==> src/sawbc_pkg.sv <==
package sawbc_pkg;

  // Geometry defaults; all three must be powers of two
  localparam int unsigned DEF_NUM_SETS    = 8;
  localparam int unsigned DEF_NUM_WAYS    = 4;
  localparam int unsigned DEF_BLOCK_BYTES = 32;

  localparam int unsigned ADDR_W    = 32;
  localparam int unsigned LAT_W     = 9;
  localparam int unsigned CNT_W     = 32;
  localparam int unsigned REG_W     = 8;
  localparam int unsigned CFG_IDX_W = 8;
  localparam int unsigned OUT_PAD_W = 5;

  // Configuration register indexes
  localparam logic [CFG_IDX_W-1:0] REG_CACHE_ENABLE   = CFG_IDX_W'(0);
  localparam logic [CFG_IDX_W-1:0] REG_LOOKUP_LATENCY = CFG_IDX_W'(1);
  localparam logic [CFG_IDX_W-1:0] REG_READ_LATENCY   = CFG_IDX_W'(2);
  localparam logic [CFG_IDX_W-1:0] REG_WRITE_LATENCY  = CFG_IDX_W'(3);

  // Register reset values
  localparam logic [REG_W-1:0] RST_LOOKUP_LATENCY = REG_W'(1);
  localparam logic [REG_W-1:0] RST_READ_LATENCY   = REG_W'(30);
  localparam logic [REG_W-1:0] RST_WRITE_LATENCY  = REG_W'(30);

  // Access kinds carried in the input tuser
  localparam logic OP_LOAD  = 1'b0;
  localparam logic OP_STORE = 1'b1;

  localparam logic [CNT_W-1:0] CNT_MAX = '1;

  // Access counters, packed so that load sits lowest in the result word
  typedef struct packed {
    logic [CNT_W-1:0] writeback;
    logic [CNT_W-1:0] store_miss;
    logic [CNT_W-1:0] load_miss;
    logic [CNT_W-1:0] store;
    logic [CNT_W-1:0] load;
  } counters_t;

endpackage

==> src/set_assoc_writeback_cache_tags.sv <==
// Channel    | Direction | Handshake                    | Payload
// -----------+-----------+------------------------------+------------------------------------
// s_axis     | in        | s_axis_tvalid / s_axis_tready | tdata: address; tuser: opcode
// m_axis     | out       | m_axis_tvalid / m_axis_tready | tdata: hit, wrote_back, latency,
//            |           |                              |   five saturating access counters
// cfg        | in        | cfg_valid_i / cfg_ready_o    | cfg_index_i, cfg_data_i
//
// One word per cycle is sustained while m_axis is not stalled; a taken word passes the input
// register and then the result register before it appears on m_axis. Between the two sits the
// single lookup-and-update pass over the flop tag array.
// Reset clears valid and dirty bits, victim pointers and counters at once: no clearing pass.
// A stalled output holds the result register and the input register, which then holds s_axis.
// The configuration channel is always ready and takes effect on the next word processed.
module set_assoc_writeback_cache_tags
  import sawbc_pkg::*;
#(
  parameter int unsigned NUM_SETS    = DEF_NUM_SETS,
  parameter int unsigned NUM_WAYS    = DEF_NUM_WAYS,
  parameter int unsigned BLOCK_BYTES = DEF_BLOCK_BYTES
) (
  input  logic                 clk_i,
  input  logic                 rst_ni,

  input  logic                 s_axis_tvalid,
  output logic                 s_axis_tready,
  input  logic [ADDR_W-1:0]    s_axis_tdata,   // [31:0] address
  input  logic                 s_axis_tuser,   // [0] opcode (0 load, 1 store)

  output logic                 m_axis_tvalid,
  input  logic                 m_axis_tready,
  // [0] hit, [1] wrote_back, [10:2] latency, [42:11] load_total, [74:43] store_total,
  // [106:75] load_miss_total, [138:107] store_miss_total, [170:139] writeback_total,
  // [175:171] zero
  output logic [OUT_PAD_W+5*CNT_W+LAT_W+1:0] m_axis_tdata,

  input  logic                 cfg_valid_i,
  output logic                 cfg_ready_o,
  input  logic [CFG_IDX_W-1:0] cfg_index_i,
  input  logic [REG_W-1:0]     cfg_data_i
);

  // Address split: offset bits, index bits, then the tag
  localparam int unsigned OFF_B = $clog2(BLOCK_BYTES);
  localparam int unsigned IDX_B = $clog2(NUM_SETS);
  localparam int unsigned TAG_W = ADDR_W - OFF_B - IDX_B;
  localparam int unsigned SET_W = (IDX_B > 0) ? IDX_B : 1;
  localparam int unsigned WAY_W = (NUM_WAYS > 1) ? $clog2(NUM_WAYS) : 1;

  // Configuration registers
  logic             enable_q;
  logic [REG_W-1:0] lookup_lat_q;
  logic [REG_W-1:0] read_lat_q;
  logic [REG_W-1:0] write_lat_q;

  // Input register
  logic              in_valid_q;
  logic [ADDR_W-1:0] in_addr_q;
  logic              in_op_q;

  // Tag array and per-line state, all in flops
  logic [TAG_W-1:0]    tag_q   [NUM_WAYS][NUM_SETS];
  logic [NUM_WAYS-1:0] valid_q [NUM_SETS];
  logic [NUM_WAYS-1:0] dirty_q [NUM_SETS];
  logic [WAY_W-1:0]    vptr_q  [NUM_SETS];

  // Result register; the counters double as the reported totals
  logic             out_valid_q;
  logic             out_hit_q;
  logic             out_wb_q;
  logic [LAT_W-1:0] out_lat_q;
  counters_t        cnt_q, cnt_d;

  logic                proc;
  logic [SET_W-1:0]    set_idx;
  logic [TAG_W-1:0]    tag;
  logic [NUM_WAYS-1:0] match;
  logic [NUM_WAYS-1:0] pick_oh;
  logic [WAY_W-1:0]    hit_way;
  logic [WAY_W-1:0]    victim;
  logic [WAY_W-1:0]    victim_next;
  logic                hit;
  logic                victim_dirty;
  logic                is_store;
  logic [LAT_W-1:0]    lat;

  // Process the held word whenever the result register is free or being drained
  assign proc          = in_valid_q && (!out_valid_q || m_axis_tready);
  assign s_axis_tready = !in_valid_q || proc;
  assign cfg_ready_o   = 1'b1;
  assign is_store      = (in_op_q == OP_STORE);

  // Index and tag of the held address
  assign set_idx = SET_W'((in_addr_q >> OFF_B) & ADDR_W'(NUM_SETS - 1));
  assign tag     = TAG_W'(in_addr_q >> (OFF_B + IDX_B));

  // Compare every way of the set at once; the lowest matching way wins
  always_comb begin
    for (int w = 0; w < NUM_WAYS; w++) begin
      match[w] = valid_q[set_idx][w] && (tag_q[w][set_idx] == tag);
    end
  end

  assign pick_oh = match & (~match + NUM_WAYS'(1));
  assign hit     = |match;

  always_comb begin
    hit_way = '0;
    for (int w = 0; w < NUM_WAYS; w++) begin
      if (pick_oh[w]) begin
        hit_way = hit_way | WAY_W'(w);
      end
    end
  end

  // Round-robin victim and its successor
  assign victim       = vptr_q[set_idx];
  assign victim_dirty = dirty_q[set_idx][victim];
  assign victim_next  = (victim == WAY_W'(NUM_WAYS - 1)) ? '0 : victim + WAY_W'(1);

  // Stall cycles: fixed latency when bypassed, lookup on a hit, fill on a miss plus writeback if the victim is dirty
  always_comb begin
    if (!enable_q) begin
      lat = is_store ? LAT_W'(write_lat_q) : LAT_W'(read_lat_q);
    end else if (hit) begin
      lat = LAT_W'(lookup_lat_q);
    end else if (victim_dirty) begin
      lat = LAT_W'(read_lat_q) + LAT_W'(write_lat_q);
    end else begin
      lat = LAT_W'(read_lat_q);
    end
  end

  // Saturating counter updates; bypassed words leave them alone
  always_comb begin
    cnt_d = cnt_q;
    if (proc && enable_q) begin
      if (is_store) begin
        if (cnt_q.store != CNT_MAX) cnt_d.store = cnt_q.store + CNT_W'(1);
      end else begin
        if (cnt_q.load != CNT_MAX) cnt_d.load = cnt_q.load + CNT_W'(1);
      end
      if (!hit) begin
        if (is_store) begin
          if (cnt_q.store_miss != CNT_MAX) cnt_d.store_miss = cnt_q.store_miss + CNT_W'(1);
        end else begin
          if (cnt_q.load_miss != CNT_MAX) cnt_d.load_miss = cnt_q.load_miss + CNT_W'(1);
        end
        if (victim_dirty && (cnt_q.writeback != CNT_MAX)) begin
          cnt_d.writeback = cnt_q.writeback + CNT_W'(1);
        end
      end
    end
  end

  // Configuration writes; unknown indexes drop
  always_ff @(posedge clk_i or negedge rst_ni) begin
    if (!rst_ni) begin
      enable_q     <= 1'b1;
      lookup_lat_q <= RST_LOOKUP_LATENCY;
      read_lat_q   <= RST_READ_LATENCY;
      write_lat_q  <= RST_WRITE_LATENCY;
    end else if (cfg_valid_i && cfg_ready_o) begin
      case (cfg_index_i)
        REG_CACHE_ENABLE:   enable_q     <= cfg_data_i[0];
        REG_LOOKUP_LATENCY: lookup_lat_q <= cfg_data_i;
        REG_READ_LATENCY:   read_lat_q   <= cfg_data_i;
        REG_WRITE_LATENCY:  write_lat_q  <= cfg_data_i;
        default: ;
      endcase
    end
  end

  // Input register control
  always_ff @(posedge clk_i or negedge rst_ni) begin
    if (!rst_ni) begin
      in_valid_q <= 1'b0;
    end else if (s_axis_tready) begin
      in_valid_q <= s_axis_tvalid;
    end
  end

  // Input register payload
  always_ff @(posedge clk_i) begin
    if (s_axis_tready && s_axis_tvalid) begin
      in_addr_q <= s_axis_tdata;
      in_op_q   <= s_axis_tuser;
    end
  end

  // Line state: mark dirty on a store hit, refill the victim on a miss
  always_ff @(posedge clk_i or negedge rst_ni) begin
    if (!rst_ni) begin
      for (int s = 0; s < NUM_SETS; s++) begin
        valid_q[s] <= '0;
        dirty_q[s] <= '0;
        vptr_q[s]  <= '0;
      end
      cnt_q <= '0;
    end else begin
      cnt_q <= cnt_d;
      if (proc && enable_q) begin
        if (hit) begin
          if (is_store) dirty_q[set_idx][hit_way] <= 1'b1;
        end else begin
          valid_q[set_idx][victim] <= 1'b1;
          dirty_q[set_idx][victim] <= is_store;
          vptr_q[set_idx]          <= victim_next;
        end
      end
    end
  end

  // Tags need no reset: a tag is only read behind its valid bit
  always_ff @(posedge clk_i) begin
    if (proc && enable_q && !hit) begin
      tag_q[victim][set_idx] <= tag;
    end
  end

  // Result register
  always_ff @(posedge clk_i or negedge rst_ni) begin
    if (!rst_ni) begin
      out_valid_q <= 1'b0;
    end else if (proc) begin
      out_valid_q <= 1'b1;
    end else if (m_axis_tready) begin
      out_valid_q <= 1'b0;
    end
  end

  always_ff @(posedge clk_i) begin
    if (proc) begin
      out_hit_q <= enable_q && hit;
      out_wb_q  <= enable_q && !hit && victim_dirty;
      out_lat_q <= lat;
    end
  end

  assign m_axis_tvalid = out_valid_q;
  assign m_axis_tdata  = {OUT_PAD_W'(0), cnt_q, out_lat_q, out_wb_q, out_hit_q};

  // A cached hit resolves to exactly one way
  a_hit_onehot: assert property (@(posedge clk_i) disable iff (!rst_ni)
    proc && enable_q && hit |-> $onehot(pick_oh))
    else $error("hit without a single selected way");

  // A cached miss leaves the refilled way valid
  a_refill_valid: assert property (@(posedge clk_i) disable iff (!rst_ni)
    proc && enable_q && !hit |=> valid_q[$past(set_idx)][$past(victim)])
    else $error("refilled way not valid");

  // The load and writeback counters saturate and never wrap
  a_cnt_monotonic: assert property (@(posedge clk_i) disable iff (!rst_ni)
    ##1 (cnt_q.load >= $past(cnt_q.load)) && (cnt_q.writeback >= $past(cnt_q.writeback)))
    else $error("counter went backwards");

  // A bypassed word changes no counter
  a_bypass_still: assert property (@(posedge clk_i) disable iff (!rst_ni)
    proc && !enable_q |=> $stable(cnt_q))
    else $error("bypassed word touched the counters");

  // A writeback only ever goes with a miss
  a_wb_miss: assert property (@(posedge clk_i) disable iff (!rst_ni)
    out_valid_q && out_wb_q |-> !out_hit_q)
    else $error("writeback reported on a hit");

endmodule

==> config.mk <==
export PLATFORM = sky130hd
export DESIGN_NAME = set_assoc_writeback_cache_tags
export DESIGN_NICKNAME = d
export VERILOG_FILES = /design/src/sawbc_pkg.sv /design/src/set_assoc_writeback_cache_tags.sv
export SDC_FILE = /design/constraint.sdc
export NUM_CORES = 1
export LEC_CHECK = 0
export BUFFER_PORTS_ARGS = -buffer_cell sky130_fd_sc_hd__buf_2
export CAP_MARGIN = 20
export CORE_ASPECT_RATIO = 1.25
export CORE_UTILIZATION = 61
export CTS_CLUSTER_SIZE = 12
export DETAILED_ROUTE_END_ITERATION = 8
export PLACE_DENSITY = 0.79
export SLEW_MARGIN = 0
export SYNTH_ARGS = -nofsm -noshare
export SYNTH_HDL_FRONTEND = slang
export SYNTH_SLANG_ARGS = --single-unit
==> constraint.sdc <==
create_clock -name clk_i -period 7.9 [get_ports clk_i]
set_input_delay 1.58 -clock clk_i [delete_from_list [all_inputs] [get_ports clk_i]]
set_output_delay 1.58 -clock clk_i [all_outputs]
set_load 0.05 [all_outputs]
# Yosys cells after proc, flatten, opt, wreduce, memory -nomap -nowiden
# Memory sizes are Yosys's and may differ from the RTL's.
# Index checks and enable logic that the tools add are counted.
# W data, S select, Z words.
# totals
ff_bits,311
mem_bits_rw,768
in_bits,54
out_inout_bits,179
word_cells,161
memories,1
# op_classes
n_addsub,8
n_lt_le_gt_ge,6
n_eq_ne,14
n_mux,51
bitwise,7
reduce_logical,34
# memory_table
name,words,width,read_ports,rd_clocked_by_memory_dff,write_ports,line,source
tag_q,4,192,4,0,1,set_assoc_writeback_cache_tags.sv:61,logic [TAG_W-1:0] tag_q [NUM_WAYS][NUM_SETS];
# ops
cell,n
$bmux W24 S3,4
$mux W24,9
$mux W192,1
$add A32 B1 Y32 const B,5
$ne A32 B32 Y1 const B,5
$eq A24 B24 Y1,4
$demux W24 S3,1
$mux W32,2
$or A32 B32 Y32,2
$bwmux W32,1
$mux W9,3
$bmux W4 S3,2
$demux W4 S3,2
$mux W4,6
$bwmux W16,1
$eq A8 B2 Y1 const B,2
$logic_and A1 B1 Y1,15
$mux W2,6
$reduce_and A2 Y1,6
$add A8 B8 Y9,1
$reduce_and A3 Y1,3
$eq A8 B1 Y1 const B,1
$logic_not A8 Y1,1
$mux W8,1
22 further kinds,36

# Logic depth before layout (Yosys ltp)
# Gate-level depths: netlist of run 1.
# depth
depth_word,21
depth_mapped,18
mapped_depth_nobuf,12

# Worst setup path before layout of run 1
# Ideal clock, no wire load.
# synth_path
path_kind,register to register
from,reg in_addr_q[6]
to,reg dirty_q[22] (netlist bit)
arrival_time_ns,5.392
t_required_ns,7.774
path_slack_ns,2.381
stages_incl_launch_ff,16
synth_period_minus_slack_ns,5.519
cell_sequence,edfxtp_1 > buf_4 > buf_6 > buf_6 > buf_4 > buf_2 > mux2_2 > a221o_1 > a21oi_1 > xnor2_1 > nor4_1 > nand4_1 > nand4_2 > nor4_1 > nand2b_1 > o2bb2a_1
# synth_between
elab_chain_cells,21
word_cells_on_any_way,57
# synth_lines
element,line,source
start: declaration,set_assoc_writeback_cache_tags.sv:57,logic [ADDR_W-1:0] in_addr_q;
start signal: assignment,set_assoc_writeback_cache_tags.sv:185,in_addr_q <= s_axis_tdata;
$not A3 Y4 (implied by the code) *,n/a,
$bmux W24 S3,set_assoc_writeback_cache_tags.sv:99,match[w] = valid_q[set_idx][w] && (tag_q[w][set_idx] == tag);
$mux W24 (implied by the code) (2 in series),set_assoc_writeback_cache_tags.sv:99,
$eq A24 B24 Y1,set_assoc_writeback_cache_tags.sv:99,
$logic_and A1 B1 Y1,set_assoc_writeback_cache_tags.sv:99,
$not A4 Y4,set_assoc_writeback_cache_tags.sv:103,assign pick_oh = match & (~match + NUM_WAYS'(1));
$add A4 B1 Y4,set_assoc_writeback_cache_tags.sv:103,
$and A4 B4 Y4,set_assoc_writeback_cache_tags.sv:103,
(+4 left out),n/a,
$logic_and A1 B1 Y1 (implied by the code),set_assoc_writeback_cache_tags.sv:203,if (is_store) dirty_q[set_idx][hit_way] <= 1'b1;
$mux W1 (implied by the code),set_assoc_writeback_cache_tags.sv:203,
$demux W1 S2,set_assoc_writeback_cache_tags.sv:203,
$mux W4 (implied by the code),set_assoc_writeback_cache_tags.sv:203,
$demux W4 S3,set_assoc_writeback_cache_tags.sv:203,
$or A32 B32 Y32 (no line),n/a,
$mux W32,set_assoc_writeback_cache_tags.sv:203,
$mux W32,set_assoc_writeback_cache_tags.sv:202,if (hit) begin
end signal: indexed assignment,set_assoc_writeback_cache_tags.sv:206,dirty_q[set_idx][victim] <= is_store;
end: declaration,set_assoc_writeback_cache_tags.sv:63,logic [NUM_WAYS-1:0] dirty_q [NUM_SETS];
# Mark *: on every way between the ends. The rest lies on a longest branch, timed or not. The select of a mux whose other input is x is not followed.
# A chain may end at the register's enable or synchronous reset.

# Worst setup path after layout of run 1
# layout_path
from,reg in_addr_q[6]
to,mem tag_q[3][12] (netlist bit) (enable)
# layout_between
elab_chain_cells,11
word_cells_on_any_way,37
# layout_lines
element,line,source
$not A3 Y4 (implied by the code) *,"set_assoc_writeback_cache_tags.sv:99, set_assoc_writeback_cache_tags.sv:116, set_assoc_writeback_cache_tags.sv:216",
$bmux W24 S3,set_assoc_writeback_cache_tags.sv:99,
$mux W24 (implied by the code) (2 in series),set_assoc_writeback_cache_tags.sv:99,
$eq A24 B24 Y1,set_assoc_writeback_cache_tags.sv:99,
$logic_and A1 B1 Y1,set_assoc_writeback_cache_tags.sv:99,
$reduce_or A4 Y1,set_assoc_writeback_cache_tags.sv:104,assign hit = |match;
$logic_not A1 Y1,set_assoc_writeback_cache_tags.sv:215,if (proc && enable_q && !hit) begin
$logic_and A1 B1 Y1,set_assoc_writeback_cache_tags.sv:215,
$mux W1,set_assoc_writeback_cache_tags.sv:215,
$mux W192 (implied by the code),set_assoc_writeback_cache_tags.sv:216,tag_q[victim][set_idx] <= tag;
end: declaration,set_assoc_writeback_cache_tags.sv:61,
# Marks and branches as above.

==> run_results.csv, run 1 <==
group,metric,value,unit
pwr,p_total,0.0115,W
routing,via_per_inst,6.51,
cts,cts.htree.levels,3,
sta,finalWorstSetupSlack,1650,ps
place,gp_congestion,0.886,
floorplan,io_pins,233,
cells_and_area,fill_cells,4665,
yosys,syn_area_per_cell,15.9,um2
sta,post-route-period-util,79.1,%
yosys,synth_top_family_by_area,"multiplexers",
yosys,yosysUniqueCellTypes,82,
cts,cts_resized,0,
cts,cts_setup_buffers,0,
sta,slew_headroom,27.6,%
grt,grt_max_degree,201,
cts,path_clk_slew,60,ps
worst_setup_path,critPathRequiredTime,8240,ps
floorplan,fp-row-count,110,
floorplan,die_w,245,um
grt,grt-ovfl-total,0,
cells_and_area,fin_nets,3176,
yosys,yosys.area_share.xor_xnor,4.17,%
floorplan,die_y,306,um
run,cap_violations,0,
yosys,synthAdderAreaFrac,0.517,%
cells_and_area,n_antenna_cell,0,
yosys,yosys_warnings,0,
worst_setup_path,cp_max_fo,27,
routing,postRouteAntennaNets,0,
sta,final_hold_viol_count,0,
routing,drc,0,
pwr,peakVddDrop,0.194,mV
sta,finalSetupViolCount,0,
sta,rsz0062_at_grt,"false",
routing,vias,26800,
worst_setup_path,cp_slowest_cell,"edfxtp_1",
routing,drtPass1Iterations,9,
floorplan,start_util,62.0,%
worst_setup_path,critical_path_arrival,6590,ps
cells_and_area,regArea,30900,um2
worst_setup_path,critPathKind,"flop to flop",
cts,postCtsHoldBufs,0,
yosys,synth-compound-area-share,5.36,%
yosys,synth-seq-cells,1074,
pwr,cellPowerDensity,228,nW/um2
yosys,synth_edf_count,807,
floorplan,dieArea,74800,um2
yosys,synthSimpleGateAreaFrac,7.47,%
cells_and_area,multi_input_area,13300,um2
grt,grt_pass1_wl,162000,um
sta,worstMarginPinSlew,1090,ps
sta,slew_viol_final,0,
worst_setup_path,crit_path_cell_trace,"buf_4 > inv_1 > nand2_1 > o221ai_1 > xnor2_1 > nand3_1 > or4_1 > nand4_2 > buf_4 > nor2_1 > nand2_1 > nor2_2 > buf_4",
worst_setup_path,slowest_delay,1000,ps
worst_setup_path,crit_path_end_kind,"flop",
yosys,mappedNetlistArea,45000,um2
cells_and_area,drive_gt1_share,24.0,%
place,dp_worst_setup_slack,1750,ps
cells_and_area,area_growth_syn_to_layout,12.2,%
worst_setup_path,crit_top_cell,"buf_4",
grt,antenna_found_initial,0,
grt,grt_pass1_vias,27400,
yosys,synthArstFlopShare,24.9,%
routing,dr.first_iter.drc_count,2427,
cts,cts_tree,"built",
pwr,leakagePower,19.0,nW
place,dp_hpwl,63000,um
sta,finClkSkew,29.1,ps
routing,wirelength,107000,um
cts,clockBufferDepth,3,
yosys,yosysSeqAreaShare,68.8,%
cts,worstSkewPairLatency,670,ps
sta,max_freq,160,MHz
place,numPortBuffers,221,
cts,cts_inserted_buffers,104,
sta,finalSetupTns,0,ps
yosys,synthMuxAreaShare,11.8,%
cts,root_buffer,"clkbuf_16",
routing,routedWlPerCell,25.9,um
yosys,postSynthCellCount,2821,
sta,fin_crit,6250,ps
cts,cts_num_sinks,1074,
yosys,synthFlopType,"edfxtp_1",
grt,grt_util_all_layers,28.7,%
floorplan,coreArea,72500,um2
worst_setup_path,start_kind,"flop",
worst_hold_path,min_path_type,"flop to flop",
outcome,status,"finished clean",
==> where the power goes <==
group	switching (W)	internal (W)
clock	0.00200	0.00260
combinational	0.000509	0.000253
sequential	0.0000369	0.00613
total	0.00254	0.00899
==> cell families (layout without fill, tap and decap cells) <==
family                   count (synthesis)  after routing
XOR/XNOR                               214            214
AND/OR/NAND/NOR                        627            627
adder cells (fa/ha/maj)                 18             18
flip-flops                            1074           1074
buffers and inverters                  167            511
AO/OA/AOI/OAI                          327            327
other                                    2              6
multiplexers                           392            392
==> stage by stage <==
step                      area [um2]  hold WS, ps  utilization, %  std cells
after floorplan                45000          431               -       2825
after global placement         47300          445            65.3       3946
after detailed placement       47400          447            65.3       3947
after CTS                      50400          462            69.5       4118
after global routing           50500          483            69.6       4121
final                          50500          465            69.6       4121
==> cells in the mapped netlist (all sizes together) (64+ instances only) <==
library cell / instances / share of area (%)
nor3: 64 / 0.72
nand2: 115 / 0.97
xor2: 93 / 1.8
xnor2: 121 / 2.4
mux2i: 135 / 3.0
edfxtp: 807 / 54
nor2: 103 / 0.87
nand3: 79 / 0.88
mux4: 94 / 4.7
buf: 90 / 1.3
mux2: 163 / 4.1
dfrtp: 257 / 14
==> final timing paths <==
path	start	endpoint	slack, ps	cells past startpoint
setup / recovery	in_addr_q[6]	tag_q[3][12]	1650	13
setup reg to reg	in_addr_q[6]	tag_q[3][12]	1650	13
hold / removal	valid_q[28]	valid_q[28]	470	1
hold reg to reg	valid_q[28]	valid_q[28]	470	1
min in group asynchronous	rst_ni	m_axis_tdata[136]	880	1
max in group asynchronous	rst_ni	m_axis_tdata[49]	5600	2
==> cells in the final DEF (no fill, tap or decap), types with 39 or more instances in the layout <==
master     synthesis  layout
and3_1            39      39
buf_2             46     220
buf_4             34      79
clkbuf_1          45      43
clkbuf_16          0     108
dfrtp_1          257     257
edfxtp_1         807     807
mux2_2           161     161
mux2i_1          135     135
mux4_2            94      94
nand2_1          114     114
nand3_1           79      79
nand4_1           57      57
nor2_1           101      74
nor3_1            63      60
o22ai_1           55      55
xnor2_1          121     121
xor2_1            93      93
==> routing by layer <==
| layer | vias up | GRT usage [%] | wire length, um |
|---|---|---|---|
| met5 | - | 0 | 0 |
| met1 | 13600 | 36.8 | 39600 |
| li1 | 11500 | - | - |
| met3 | 253 | 4.46 | 9340 |
| met4 | 0 | 12.5 | 4260 |
| met2 | 1417 | 48.5 | 53500 |
==> final cells by class <==
| type | count | area share [%] |
|---|---|---|
| Clock buffer | 160 | 5.91 |
| Inverter | 32 | 0.238 |
| Tap cell | 952 | 2.36 |
| Timing Repair Buffer | 308 | 3.67 |
| Sequential cell | 1074 | 61.3 |
| Multi-Input combinational cell | 1584 | 26.4 |
| Clock inverter | 11 | 0.196 |
==> worst max-delay path: cells and delay by family, from the launching register on <==
| kind | cells | cell delay, ps |
|---|---|---|
| simple gates | 7 | 2850 |
| buf+inv | 4 | 1540 |
| flops | 1 | 1000 |
| compound gates | 1 | 290 |
| xor+xnor | 1 | 190 |
==> sequential cells by signal, summed over array words and instances (netlist names) <==
| name | flops |
|---|---|
| tag_q | 768 |
| vptr_q | 16 |
| dirty_q | 32 |
| in_valid_q | 1 |
| out_wb_q | 1 |
| valid_q | 32 |
| lookup_lat_q | 8 |
| m_axis_tdata | 160 |
| enable_q | 1 |
| out_hit_q | 1 |
| out_lat_q | 9 |
| m_axis_tvalid | 1 |
| in_addr_q | 27 |
| in_op_q | 1 |
| read_lat_q | 8 |
| write_lat_q | 8 |
(Power assumes the default switching activity.)
==> inputs of run 2 (changes only) <==
--- a/config.mk
+++ b/config.mk
@@ -5,13 +5,14 @@
 export SDC_FILE = /design/constraint.sdc
 export NUM_CORES = 1
 export LEC_CHECK = 0
+export ABC_AREA = 1
 export BUFFER_PORTS_ARGS = -buffer_cell sky130_fd_sc_hd__buf_2
 export CAP_MARGIN = 20
 export CORE_ASPECT_RATIO = 1.25
-export CORE_UTILIZATION = 61
+export CORE_UTILIZATION = 56
 export CTS_CLUSTER_SIZE = 12
 export DETAILED_ROUTE_END_ITERATION = 8
-export PLACE_DENSITY = 0.79
+export PLACE_DENSITY = 0.77
 export SLEW_MARGIN = 0
 export SYNTH_ARGS = -nofsm -noshare
 export SYNTH_HDL_FRONTEND = slang
==> constraint.sdc (replaced) <==
create_clock -name clk_i -period 5.3 [get_ports clk_i]
set_input_delay 1.06 -clock clk_i [delete_from_list [all_inputs] [get_ports clk_i]]
set_output_delay 1.06 -clock clk_i [all_outputs]
set_load 0.05 [all_outputs]
==> run 2 against run 1 <==
Compared with the run above: sequential power rose by 55%; combinational power grew to 3.4 times the previous value; final cell count grew 69%; global-route usage is 0.69 points higher; utilization decreased by 6.1 points; largest cell class unchanged; worst setup slack worse by 1200 ps; critical endpoint is now tag_q[2][130]; design area up 12%; fmax grew 30%; clock skew is 1.5 ps higher.
==> run_results.csv, run 2 <==
group,metric,value,unit
outcome,status,"finished clean",
routing,vias,38400,
sta,worstMarginPinSlew,1160,ps
floorplan,dieArea,91400,um2
place,gp_congestion,0.967,
yosys,yosys_warnings,0,
worst_setup_path,r2r_cells,19,
cts,path_clk_slew,60,ps
pwr,pwr-share-comb,13.3,%
cells_and_area,utilization,63.5,%
place,placed_cell_area,53200,um2
sta,max_freq,207,MHz
routing,dr.first_iter.drc_count,3694,
worst_setup_path,cp_slowest_cell,"edfxtp_1",
worst_setup_path,crit_cells,19,
cells_and_area,fin_area,56400,um2
cts,clockBufferDepth,3,
yosys,postSynthCellCount,5452,
cts,worstSkewPairLatency,690,ps
worst_setup_path,critPathRequiredTime,5630,ps
cells_and_area,fin_nets,5763,
pwr,leakagePower,25.2,nW
worst_setup_path,slowest_delay,630,ps
worst_setup_path,critical_path_arrival,5150,ps
floorplan,io_pins,233,
yosys,yosysUniqueCellTypes,51,
yosys,synth.top_cell.area_share,48.0,%
floorplan,coreArea,88800,um2
yosys,synth-seq-cells,1074,
yosys,yosysMostFrequentCell,"nand2_1",
sta,finClkSkew,30.6,ps
cts,cts_inserted_buffers,107,
cts,cts_num_sinks,1074,
cts,postCtsHoldBufs,0,
cells_and_area,area_growth_syn_to_layout,11.8,%
floorplan,die_w,271,um
sta,finalWorstSetupSlack,480,ps
routing,drtPass1Iterations,9,
place,dp_worst_setup_slack,621,ps
routing,postRouteAntennaNets,0,
sta,rsz0062_at_grt,"false",
cts,cts.htree.levels,3,
routing,via_per_inst,5.52,
yosys,yosysSeqAreaShare,61.3,%
cells_and_area,regMostFlops,"tag_q",
cts,cts_tree,"built",
sta,holdWs,410,ps
pwr,swShare,27.6,%
grt,grt_pass1_wl,206000,um
worst_setup_path,crit_path_end_kind,"flop",
cells_and_area,fill_cells,6939,
cells_and_area,mostFrequentLayoutCells,"nand2_1, edfxtp_1, inv_1, nor2_1, nand3_1",
yosys,synth.area.top_cells,"edfxtp_1, nand2_1, dfrtp_1",
grt,antenna_found_initial,4,
run,cap_violations,0,
pwr,clkPwrFrac,37.2,%
cells_and_area,final_common_cell,"nand2_1",
floorplan,start_util,56.8,%
sta,finalSetupViolCount,0,
floorplan,die_y,338,um
sta,slew_viol_final,0,
grt,grt_pass1_vias,36900,
routing,routedWlPerCell,19.5,um
sta,slew_headroom,22.7,%
cells_and_area,drive_gt1_share,9.77,%
worst_setup_path,cp_max_fo,41,
cts,cts_setup_buffers,0,
place,dp_hpwl,86800,um
yosys,yosysTopAreaCell,"edfxtp_1",
yosys,synthFlopType,"edfxtp_1",
cells_and_area,largest_reg_flops,768,
worst_setup_path,start_kind,"flop",
grt,grt-ovfl-total,0,
yosys,synth_edf_count,807,
place,numPortBuffers,221,
worst_setup_path,critPathKind,"flop to flop",
pwr,seqPwrFrac,49.4,%
cts,root_buffer,"clkbuf_16",
routing,wirelength,136000,um
worst_setup_path,cp_num_buf_inv,5,
yosys,mappedNetlistArea,50500,um2
worst_hold_path,min_path_type,"input pin to async pin",
routing,drc,0,
yosys,synthTopCellsByCount,"nand2_1, edfxtp_1, inv_1, nor2_1, nand3_1",
yosys,syn_area_per_cell,9.26,um2
pwr,cellPowerDensity,342,nW/um2
cts,cts_resized,0,
sta,fin_crit,4820,ps
pwr,peakVddDrop,0.247,mV
pwr,p_sw,0.00532,W
sta,final_hold_viol_count,0,
grt,grt_max_degree,152,
grt,grt_util_all_layers,29.4,%
worst_setup_path,path_delay_family,"simple AND/OR/NAND/NOR gates",
yosys,synthArstFlopShare,24.9,%
floorplan,fp-row-count,122,
worst_setup_path,crit_path_cell_trace,"nor2_4 > buf_12 > buf_4 > o211ai_1 > nand2_1 > o21ai_0 > nand2_1 > nor2_1 > nand3_1 > nor2_1 > nand2_1 > nand2_2 > nor2_4 > nand3_4 > buf_4 > nor2_1 > inv_1 > nor2_4 > buf_4",
sta,finalSetupTns,0,ps
pwr,intPower,0.0140,W
sta,post-route-period-util,91.0,%
run 2: power by group through the flow:
stage | sequential (W) | clock, W | combinational, W
CTS | 0.00954 | 0.00725 | 0.00255
global placement | 0.00970 | 0 | 0.00249
finish | 0.00954 | 0.00719 | 0.00257
detailed placement | 0.00971 | 0 | 0.00254
global route | 0.00956 | 0.00757 | 0.00279
floorplan | 0.0102 | 0 | 0.00121
run 2: logic make-up after synthesis:
| family | Yosys count | synth area share [%] |
|---|---|---|
| AOI/OAI and AO/OA | 371 | 4.07 |
| buffers and inverters | 936 | 7.80 |
| DFF | 1074 | 61.3 |
| xor gates and xnor gates | 148 | 2.57 |
| and+or+nand+nor | 2903 | 23.8 |
| other | 2 | 0.0149 |
| adders and majority gates | 18 | 0.461 |
run 2: worst paths after layout:
path / slack [ps] / start / end
min in group clk_i: 460 / valid_q[20] / valid_q[20]
worst max-delay path: 480 / in_addr_q[6] / tag_q[2][130]
worst min-delay path: 410 / rst_ni / m_axis_tdata[66]
max in group asynchronous: 3640 / rst_ni / m_axis_tdata[144]
worst min register to register: 460 / valid_q[20] / valid_q[20]
worst max register to register: 480 / in_addr_q[6] / tag_q[2][130]
run 2: stage by stage:
stage | instances | power, W
CTS | 6949 | 0.0194
global placement | 6760 | 0.0122
floorplan | 5456 | 0.0114
global route | 6951 | 0.0199
detailed placement | 6760 | 0.0123
finish | 6951 | 0.0193
run 2: metal layers:
layer / track usage [%] / part of all wire (%) / vias to the layer above
met4: 14.3 / 4.7 / 2
met1: 36.6 / 38 / 18300
met3: 3.52 / 7.6 / 381
met5: 0 / 0.0081 / -
met2: 51.0 / 50 / 1682
li1: - / - / 18100
run 2: layout make-up:
class / count / area (um2) / share of cell area [%]
sequential: 1074 / 30900 / 54.8
inverter: 737 / 2780 / 4.93
clock inverter: 17 / 155 / 0.275
antenna: 2 / 5.00 / 0.00887
timing repair buffer: 325 / 2100 / 3.72
clock buffer: 172 / 3110 / 5.50
multi-input combinational: 3446 / 15900 / 28.1
tap: 1178 / 1470 / 2.61
